### config.mk
export PLATFORM = sky130hd
export DESIGN_NAME = crrm_ctrl
export DESIGN_NICKNAME = d
export VERILOG_FILES = /design/src/sv/crrm_pkg.sv /design/src/sv/crrm_ctrl.sv
export SDC_FILE = /design/constraint.sdc
export NUM_CORES = 1
export LEC_CHECK = 0
export ABC_AREA = 1
export BUFFER_PORTS_ARGS = -buffer_cell sky130_fd_sc_hd__buf_4
export CORE_AREA = 2 2 39 41
export CTS_BUF_LIST = sky130_fd_sc_hd__clkbuf_16
export CTS_CLUSTER_SIZE = 25
export DETAILED_ROUTE_END_ITERATION = 16
export DIE_AREA = 0 0 41 43
export PLACE_DENSITY_LB_ADDON = 0.12
export SYNTH_ARGS = -nofsm -noshare
export SYNTH_HDL_FRONTEND = slang
export SYNTH_SLANG_ARGS = --single-unit
### constraint.sdc
create_clock -name clk -period 1.15 [get_ports clk]
set_clock_uncertainty 0.2 [all_clocks]
set_input_delay 0.23 -clock clk [delete_from_list [all_inputs] [get_ports clk]]
set_output_delay 0.23 -clock clk [all_outputs]
set_load 0.05 [all_outputs]
### src/sv/crrm_pkg.sv
// Types, constants and helpers of the record ring manager.
`default_nettype none
package crrm_pkg;

  localparam int RING_LINES = 1024;
  localparam int IDX_W      = $clog2(RING_LINES);
  localparam int LINES_W    = 11;
  localparam int BYTES_W    = 17;
  localparam int HDR_W      = BYTES_W + LINES_W;
  localparam int OP_W       = 2;
  localparam int STS_W      = 2;
  localparam int ADDR_W     = 3;
  localparam int DATA_W     = 32;

  localparam logic CFG_IDX_LINES_IN_USE = 1'b0;

  typedef enum logic [OP_W-1:0] {
    OP_ALLOC   = 2'd0,
    OP_COMMIT  = 2'd1,
    OP_FETCH   = 2'd2,
    OP_RELEASE = 2'd3
  } op_t;

  typedef enum logic [STS_W-1:0] {
    STS_OK   = 2'd0,
    STS_FAIL = 2'd1,
    STS_NONE = 2'd2
  } sts_t;

  typedef enum logic [1:0] {
    ST_IDLE,
    ST_EXEC,
    ST_HDR,
    ST_RD2
  } state_t;

  typedef struct packed {
    logic idle;
    logic load;
    logic exec;
    logic hdr;
    logic rd2;
  } cmd_t;

  typedef struct packed {
    op_t  op;
    logic alloc_wrap;
    logic fetch_retry;
  } dp_sts_t;

  // Ring size from the register: out of range means full depth, else round down
  // to a power of two.
  function automatic logic [LINES_W-1:0] ring_size_of(input logic [LINES_W-1:0] v);
    logic [LINES_W-1:0] p;
    p = LINES_W'(RING_LINES);
    if (v != '0 && v <= LINES_W'(RING_LINES)) begin
      p = '0;
      for (int i = 0; i < LINES_W; i++) begin
        if (v[i]) p = LINES_W'(1) << i;
      end
    end
    return p;
  endfunction

endpackage
`default_nettype wire

### src/sv/crrm_ctrl.sv
// Operation sequencer of the record ring manager.
`default_nettype none
module crrm_ctrl (
  input  logic              clk,
  input  logic              rst,
  input  logic              start,
  input  crrm_pkg::dp_sts_t st,
  output crrm_pkg::cmd_t    cmd,
  output logic              busy
);
  import crrm_pkg::*;

  state_t state, state_next;

  always_ff @(posedge clk) begin
    if (rst) begin
      state <= ST_IDLE;
    end else begin
      state <= state_next;
    end
  end

  always_comb begin
    state_next = state;
    case (state)
      ST_IDLE: begin
        if (start) state_next = ST_EXEC;
      end
      ST_EXEC: begin
        if (st.op == OP_ALLOC && st.alloc_wrap) begin
          state_next = ST_HDR;
        end else if (st.op == OP_FETCH && st.fetch_retry) begin
          state_next = ST_RD2;
        end else begin
          state_next = ST_IDLE;
        end
      end
      ST_HDR:  state_next = ST_IDLE;
      ST_RD2:  state_next = ST_IDLE;
      default: state_next = ST_IDLE;
    endcase
  end

  always_comb begin
    cmd = '0;
    case (state)
      ST_IDLE: begin
        cmd.idle = 1'b1;
        cmd.load = start;
      end
      ST_EXEC: cmd.exec = 1'b1;
      ST_HDR:  cmd.hdr  = 1'b1;
      ST_RD2:  cmd.rd2  = 1'b1;
      default: cmd = '0;
    endcase
    busy = !cmd.idle;
  end

endmodule
`default_nettype wire

==> results.cfg, run 1 <==
[status]
status = finished, violations left
violations = setup timing

[finish]
regMostFlops = state
largest_reg_flops = 2
diodes = 0
fin_nets = 55
syn_to_final_growth_pct = 203
reg.largest.list = state: 2 flops
drive_above_1_share_pct = 58.7

[synth]
ys_top_cells_by_area = dfxtp_1 (29%), inv_1 (24%), nor2_1 (22%)
netlist_instances = 27
syn-num-nets = 34
synth-edff-count = 0
async_reset_ff_share_pct = 0
synth-seq-area-share_pct = 28.8
netlist_area_sq_um = 139
yosysTopAreaCellShare_pct = 28.8
synth_warnings = 0
synth_cell_types = 6
synthFlopType = dfxtp_1
synth.avg_cell_area_sq_um = 5.14
ys_ff_latch = 2
synth_area_leader_cell = dfxtp_1
yosysMostFrequentCell = inv_1
synth_commonest_cells = inv_1 (9), nor2_1 (8), nand2_1 (5)

[floorplan]
fp.dieArea_sq_um = 1760
dieWidth_microns = 41
io-pin-count = 13
rows = 14
core_sq_um = 1380
start_util_pct = 10.0
die_h_microns = 43

[clock_network]
cts_buffers = 3
clk_pin_slew_ns = 0.03
cts_buffer_depth = 2
cts_tree = done
h-tree-depth = 1
clk_latency_ns = 0.22
holdBufCountCts = 0
cts_sinks = 2
cts_root_buf = clkbuf_16

[route]
dr_total_vias = 203
dr.pass1.iters = 2
drc = 0
viasPerCell = 3.27
ant_nets = 0
wl_microns = 425
drt_iter0_drc = 2
routed_wire_length_per_instance_microns = 6.85

[timing]
rsz0062_at_grt = true
hold_viol = 0
clock.fmax_mhz = 726
relSlewSlack_pct = 90.2
setup_tns_ns = -1.22
tightest_slew_ns = 0.148
setup_viol = 6
period_needed_ns = 1.38
slew_viol_final = 0
fin_ws_ns = -0.228
period_share_pct = 120

[placement]
placement.io_buffers = 12
gp_congestion = 0.663
dp_hpwl_microns = 351

[grt]
grt_antenna_before_repair = 0
grt_start_max_net_pins = 5
grt_pass1_wl_microns = 669
grt_overflow = 0
grt_pass1_vias = 187
track_usage_pct = 6.51

[run]
cap_violations = 0

[worst_setup_path]
startpoint_type = register
crit_buf_inv = 2
cp_cell_sequence = buf_4, nor2_4, buf_8
cp_slowest_cell = dfxtp_2
cp-end-kind = output port
crit_type = reg -> out
cp_data_arrival_time_ns = 0.95
cp.required_ns = 0.72
path_delay_family = flip-flops
critPathMaxStageDelay_ns = 0.33
r2r_setup_slack_ns = 0.07
critPathMaxFanout = 4

[pwr]
p_total_mw = 0.724
p_leak_nw = 0.216
power_density_nw_per_um2 = 1720
ir_worst_vdd_v = 0.000541

[min_path]
min_path_type = in -> reg
metal layers:
metal,vias to the layer above,GRT usage (%),routed length (microns)
met5,-,0,0
met4,0,8.00,0
met3,0,4.71,20
met2,7,8.44,240
met1,83,5.43,163
li1,113,-,-
cells by family (layout without fill, tap and decap cells):
logic type	Yosys count	in the layout	synth area share [%]
simple gates	16	16	46.9
buf+inv	9	28	24.3
flops	2	2	28.8
worst min-delay path, cell delays in order:
cell and delay [ns]:
buf_4 0.08, nand3_1 0.06, nand2_1 0.07
cell usage in the layout (no fill, tap or decap):
cell,n
buf_4,11
buf_6,2
buf_8,3
clkbuf_16,3
clkinvlp_4,1
dfxtp_2,1
dfxtp_4,1
inv_1,7
inv_2,1
nand2_1,5
nand3_1,2
nor2_1,5
nor2_4,4
stage by stage:
step	util [%]	cells	setup slack, ns	hold slack, ns	cell area (sq um)
3_5_place_dp	21.2	58	-0.0985	0.291	293
2_1_floorplan	-	27	-0.628	0.168	160
3_3_place_gp	21.2	58	-0.0916	0.295	293
4_1_cts	29.3	62	-0.239	0.0640	405
6_report	30.4	62	-0.228	0.0594	420
5_1_grt	30.4	62	-0.264	0.0802	420
power breakdown:
group	switching, mW	total [mW]	internal [mW]
registers	0.00443	0.0761	0.0716
logic	0.0734	0.132	0.0586
clock network	0.0738	0.516	0.442
total	0.152	0.724	0.572
cell type report:
class                   count  area (sq um)
well taps                  16          20.0
clock buffers               3          75.1
fillers                   156           963
repair buffers             16           150
multi-input cells          16          92.6
flip-flops and latches      2          45.0
inverters                   9          37.5
timing repair:
| item | in CTS | in global routing |
|---|---|---|
| setup endpoints to repair | 7 | 8 |
| pin swaps | 1 | 0 |
| buffers inserted | 1 | 0 |
| gates resized for setup | 10 | 4 |
worst paths after layout:
kind	start	end	cells after the start
worst max-delay path	state[0]	cmd[1]	3
worst min-delay path	start	state[0]	3
worst min register to register	state[1]	state[1]	4
worst max register to register	state[1]	state[0]	6
(Power assumes the default switching activity.)
==> run 2, diff against run 1 <==
--- a/config.mk
+++ b/config.mk
@@ -12,7 +12,7 @@
 export CTS_CLUSTER_SIZE = 25
 export DETAILED_ROUTE_END_ITERATION = 16
 export DIE_AREA = 0 0 41 43
-export PLACE_DENSITY_LB_ADDON = 0.12
+export PLACE_DENSITY = 0.35
 export SYNTH_ARGS = -nofsm -noshare
 export SYNTH_HDL_FRONTEND = slang
 export SYNTH_SLANG_ARGS = --single-unit
==> constraint.sdc (replaced) <==
create_clock -name clk -period 1.6 [get_ports clk]
set_clock_uncertainty 0.2 [all_clocks]
set_input_delay 0.32 -clock clk [delete_from_list [all_inputs] [get_ports clk]]
set_output_delay 0.32 -clock clk [all_outputs]
set_load 0.05 [all_outputs]
==> results.cfg, run 2 (same netlist as run 1, synthesis figures left out) <==
[route]
drt_iter0_drc = 0
wl_microns = 391
dr_total_vias = 179
ant_nets = 0
routed_wire_length_per_instance_microns = 6.74
drc = 0
dr.pass1.iters = 1
viasPerCell = 3.09

[timing]
setup_viol = 0
clock.fmax_mhz = 644
rsz0062_at_grt = false
period_needed_ns = 1.55
tightest_slew_ns = 0.215
period_share_pct = 97.0
relSlewSlack_pct = 85.6
setup_tns_ns = 0
slew_viol_final = 0
timing.hold.ws_ns = 0.154
hold_viol = 0

[grt]
track_usage_pct = 6.61
grt_antenna_before_repair = 0
grt_pass1_vias = 171
grt_overflow = 0
grt_start_max_net_pins = 6
grt_pass1_wl_microns = 648

[worst_setup_path]
cp_slowest_cell = dfxtp_1
critPathMaxFanout = 5
r2r_setup_slack_ns = 0.57
cp-startpoint = state[0]
r2r_start = state[0]
cp_cell_sequence = inv_1, nor2_2, buf_4
cp_data_arrival_time_ns = 1.03
cp-end-kind = output port
startpoint_type = register
cp.required_ns = 1.08
crit_type = reg -> out
critPathMaxStageDelay_ns = 0.42

[clock_network]
h-tree-depth = 1
holdBufCountCts = 0
cts_resized = 0
postCtsSetupBuffers = 0
clk_latency_ns = 0.22
cts_root_buf = clkbuf_16
cts_sinks = 2
cts_tree = done
cts_buffer_depth = 2
cts_buffers = 3
clk_pin_slew_ns = 0.03

[placement]
dp_hpwl_microns = 314
dpl.cell_count = 55
gp_congestion = 0.620
placement.io_buffers = 12

[finish]
final_common_cell = buf_4
fin_util_pct = 24.9
drive_above_1_share_pct = 45.2
layout_common_cells = buf_4 (11), inv_1 (9), nor2_1 (6)
reg.largest.list = state: 2 flops
diodes = 0
stdcell_count = 58
regMostFlops = state
syn_to_final_growth_pct = 148
largest_reg_flops = 2
fin_nets = 51

[pwr]
p_leak_nw = 0.201
ir_worst_vdd_v = 0.000380
power_density_nw_per_um2 = 1460
p_total_mw = 0.504

[floorplan]
io-pin-count = 13
dieWidth_microns = 41
start_util_pct = 10.0
die_h_microns = 43
core_sq_um = 1380
rows = 14
fp.dieArea_sq_um = 1760

[status]
status = complete, no violations

[run]
cap_violations = 0

[min_path]
min_path_type = in -> reg
min_from = start
[run 2: final cells by class]
cell class | count | area (sq um)
repair buffers | 12 | 93.8
multi-input cells | 16 | 80.1
flip-flops and latches | 2 | 41.3
well taps | 16 | 20.0
fillers | 161 | 1040
clock buffers | 3 | 75.1
inverters | 9 | 33.8
[run 2: final timing paths]
| check | cells past startpoint | to |
|---|---|---|
| worst min-delay path | 3 | state[0] |
| worst min register to register | 3 | state[1] |
| worst max-delay path | 3 | cmd[2] |
| worst max register to register | 4 | state[1] |
[run 2: per-stage QoR]
| stage | setup WS (ns) | area (sq um) |
|---|---|---|
| after floorplan | -0.268 | 154 |
| after global placement | 0.253 | 264 |
| after detailed placement | 0.256 | 264 |
| after CTS | 0.0184 | 339 |
| after global routing | 0.0120 | 344 |
| final | 0.0473 | 344 |
[run 2: critical path, delay by kind of cell, from the launching register on]
kind,cells,cell delay (ns)
buf+inv,2,0.29
flops,1,0.42
simple gates,1,0.11
[run 2: power by group]
group / leakage [nW] / switching [mW] / total [mW] / internal [mW]
Clock: 0.0370 / 0.0549 / 0.373 / 0.318
Sequential: 0.0169 / 0.00352 / 0.0561 / 0.0525
Combinational: 0.147 / 0.0469 / 0.0751 / 0.0282
[run 2: metal layers]
metal | track usage [%] | up-vias | part of all wire (%) | wire, microns
met4 | 10.0 | 0 | 0 | 0
met3 | 4.71 | 0 | 6.1 | 24
met1 | 7.35 | 66 | 46 | 181
li1 | - | 106 | - | -
met2 | 5.94 | 7 | 47 | 185
met5 | 0 | - | 0 | 0
==> run 3, diff against run 2 <==
--- a/config.mk
+++ b/config.mk
@@ -12,7 +12,7 @@
 export CTS_CLUSTER_SIZE = 25
 export DETAILED_ROUTE_END_ITERATION = 16
 export DIE_AREA = 0 0 41 43
-export PLACE_DENSITY = 0.35
+export PLACE_DENSITY_LB_ADDON = 0.1
 export SYNTH_ARGS = -nofsm -noshare
 export SYNTH_HDL_FRONTEND = slang
 export SYNTH_SLANG_ARGS = --single-unit
==> results.cfg, run 3 (same netlist as run 1, synthesis figures left out) <==
[status]
status = complete, no violations

[route]
dr_total_vias = 186
dr.pass1.iters = 2
routed_wire_length_per_instance_microns = 7.31
wl_microns = 424
drc = 0
drt_iter0_drc = 1
ant_nets = 0
viasPerCell = 3.21

[timing]
relSlewSlack_pct = 86.7
period_share_pct = 96.3
rsz0062_at_grt = false
timing.hold.ws_ns = 0.151
hold_viol = 0
clock.fmax_mhz = 649
setup_tns_ns = 0
setup_viol = 0
slew_viol_final = 0
period_needed_ns = 1.54
tightest_slew_ns = 0.199

[pwr]
ir_worst_vdd_v = 0.000420
p_leak_nw = 0.201
power_density_nw_per_um2 = 1480

[finish]
final_common_cell = buf_4
fin_nets = 51
reg.largest.list = state: 2 flops
syn_to_final_growth_pct = 148
layout_common_cells = buf_4 (11), inv_1 (9), nor2_1 (6)
fin_area_sq_um = 344
diodes = 0
drive_above_1_share_pct = 45.2
largest_reg_flops = 2
regMostFlops = state

[placement]
placement.io_buffers = 12
dp_hpwl_microns = 331
placed_area_sq_um = 264
gp_congestion = 0.666

[grt]
grt_overflow = 0
grt_pass1_wl_microns = 724
grt_pass1_vias = 188
track_usage_pct = 7.41
grt_antenna_before_repair = 0
grt_start_max_net_pins = 6

[clock_network]
postCtsSetupBuffers = 0
clk_pin_slew_ns = 0.03
cts_tree = done
clk_latency_ns = 0.22
h-tree-depth = 1
cts_buffer_depth = 2
cts_sinks = 2
cts_root_buf = clkbuf_16
cts_buffers = 3

[worst_setup_path]
r2r_setup_slack_ns = 0.59
crit_end = cmd[3]
r2r_end = state[0]
startpoint_type = register
cp.required_ns = 1.08
cp-end-kind = output port
cp_data_arrival_time_ns = 1.02
r2r_start = state[1]
critPathMaxFanout = 4
crit_type = reg -> out
cp-startpoint = state[1]
r2r_cells = 5

[floorplan]
rows = 14
die_h_microns = 43
start_util_pct = 10.0
dieWidth_microns = 41
core_sq_um = 1380
io-pin-count = 13
fp.dieArea_sq_um = 1760

[min_path]
min_from = start
min_path_type = in -> reg

[run]
cap_violations = 0
## run 3: how the worst min path moves through the flow
stage | to | depth (start not counted) | slack, ns
3_3_place_gp | state[0] | 3 | 0.39
4_1_cts | state[0] | 3 | 0.16
2_1_floorplan | state[0] | 2 | 0.26
5_1_grt | state[0] | 3 | 0.18
6_report | state[0] | 3 | 0.15
3_5_place_dp | state[0] | 3 | 0.38
## run 3: per-stage QoR
step	util, %	power [mW]	setup WS [ns]	std cells
final	24.9	0.510	0.0591	58
after global routing	24.9	0.527	0.00332	58
after CTS	24.5	0.522	0.0129	58
after detailed placement	19.1	0.131	0.255	55
after global placement	19.1	0.131	0.253	55
after floorplan	-	0.103	-0.268	27
## run 3: report_power, final
| part | internal [mW] | switching [mW] | leakage [nW] |
|---|---|---|---|
| clock network | 0.318 | 0.0606 | 0.0370 |
| logic | 0.0283 | 0.0470 | 0.147 |
| registers | 0.0529 | 0.00344 | 0.0167 |
| total | 0.399 | 0.111 | 0.201 |
## run 3: cell type report
type | count | area (sq um)
multi-input combinational | 16 | 80.1
timing repair buffer | 12 | 93.8
sequential | 2 | 41.3
tap | 16 | 20.0
clock buffer | 3 | 75.1
fill | 151 | 1040
inverter | 9 | 33.8
## run 3: what timing repair did
item / CTS / global route
hold buffers: 0 / 0
gates resized for setup: 0 / 2
endpoints found under the setup margin: 0 / 2
endpoints found under the hold margin: 0 / 0
## run 3: layer usage
| metal | track usage, % | vias up | wire length (microns) |
|---|---|---|---|
| li1 | - | 105 | - |
| met3 | 4.71 | 2 | 41 |
| met2 | 8.13 | 10 | 215 |
| met4 | 12.0 | 0 | 21 |
| met5 | 0 | - | 0 |
| met1 | 6.71 | 69 | 144 |
## run 3: critical path, cell delays in order, from the launching register on
cell,delay [ns]
dfxtp_1,0.35
nor2_4,0.13
inv_1,0.08
nor2_4,0.08
buf_6,0.16
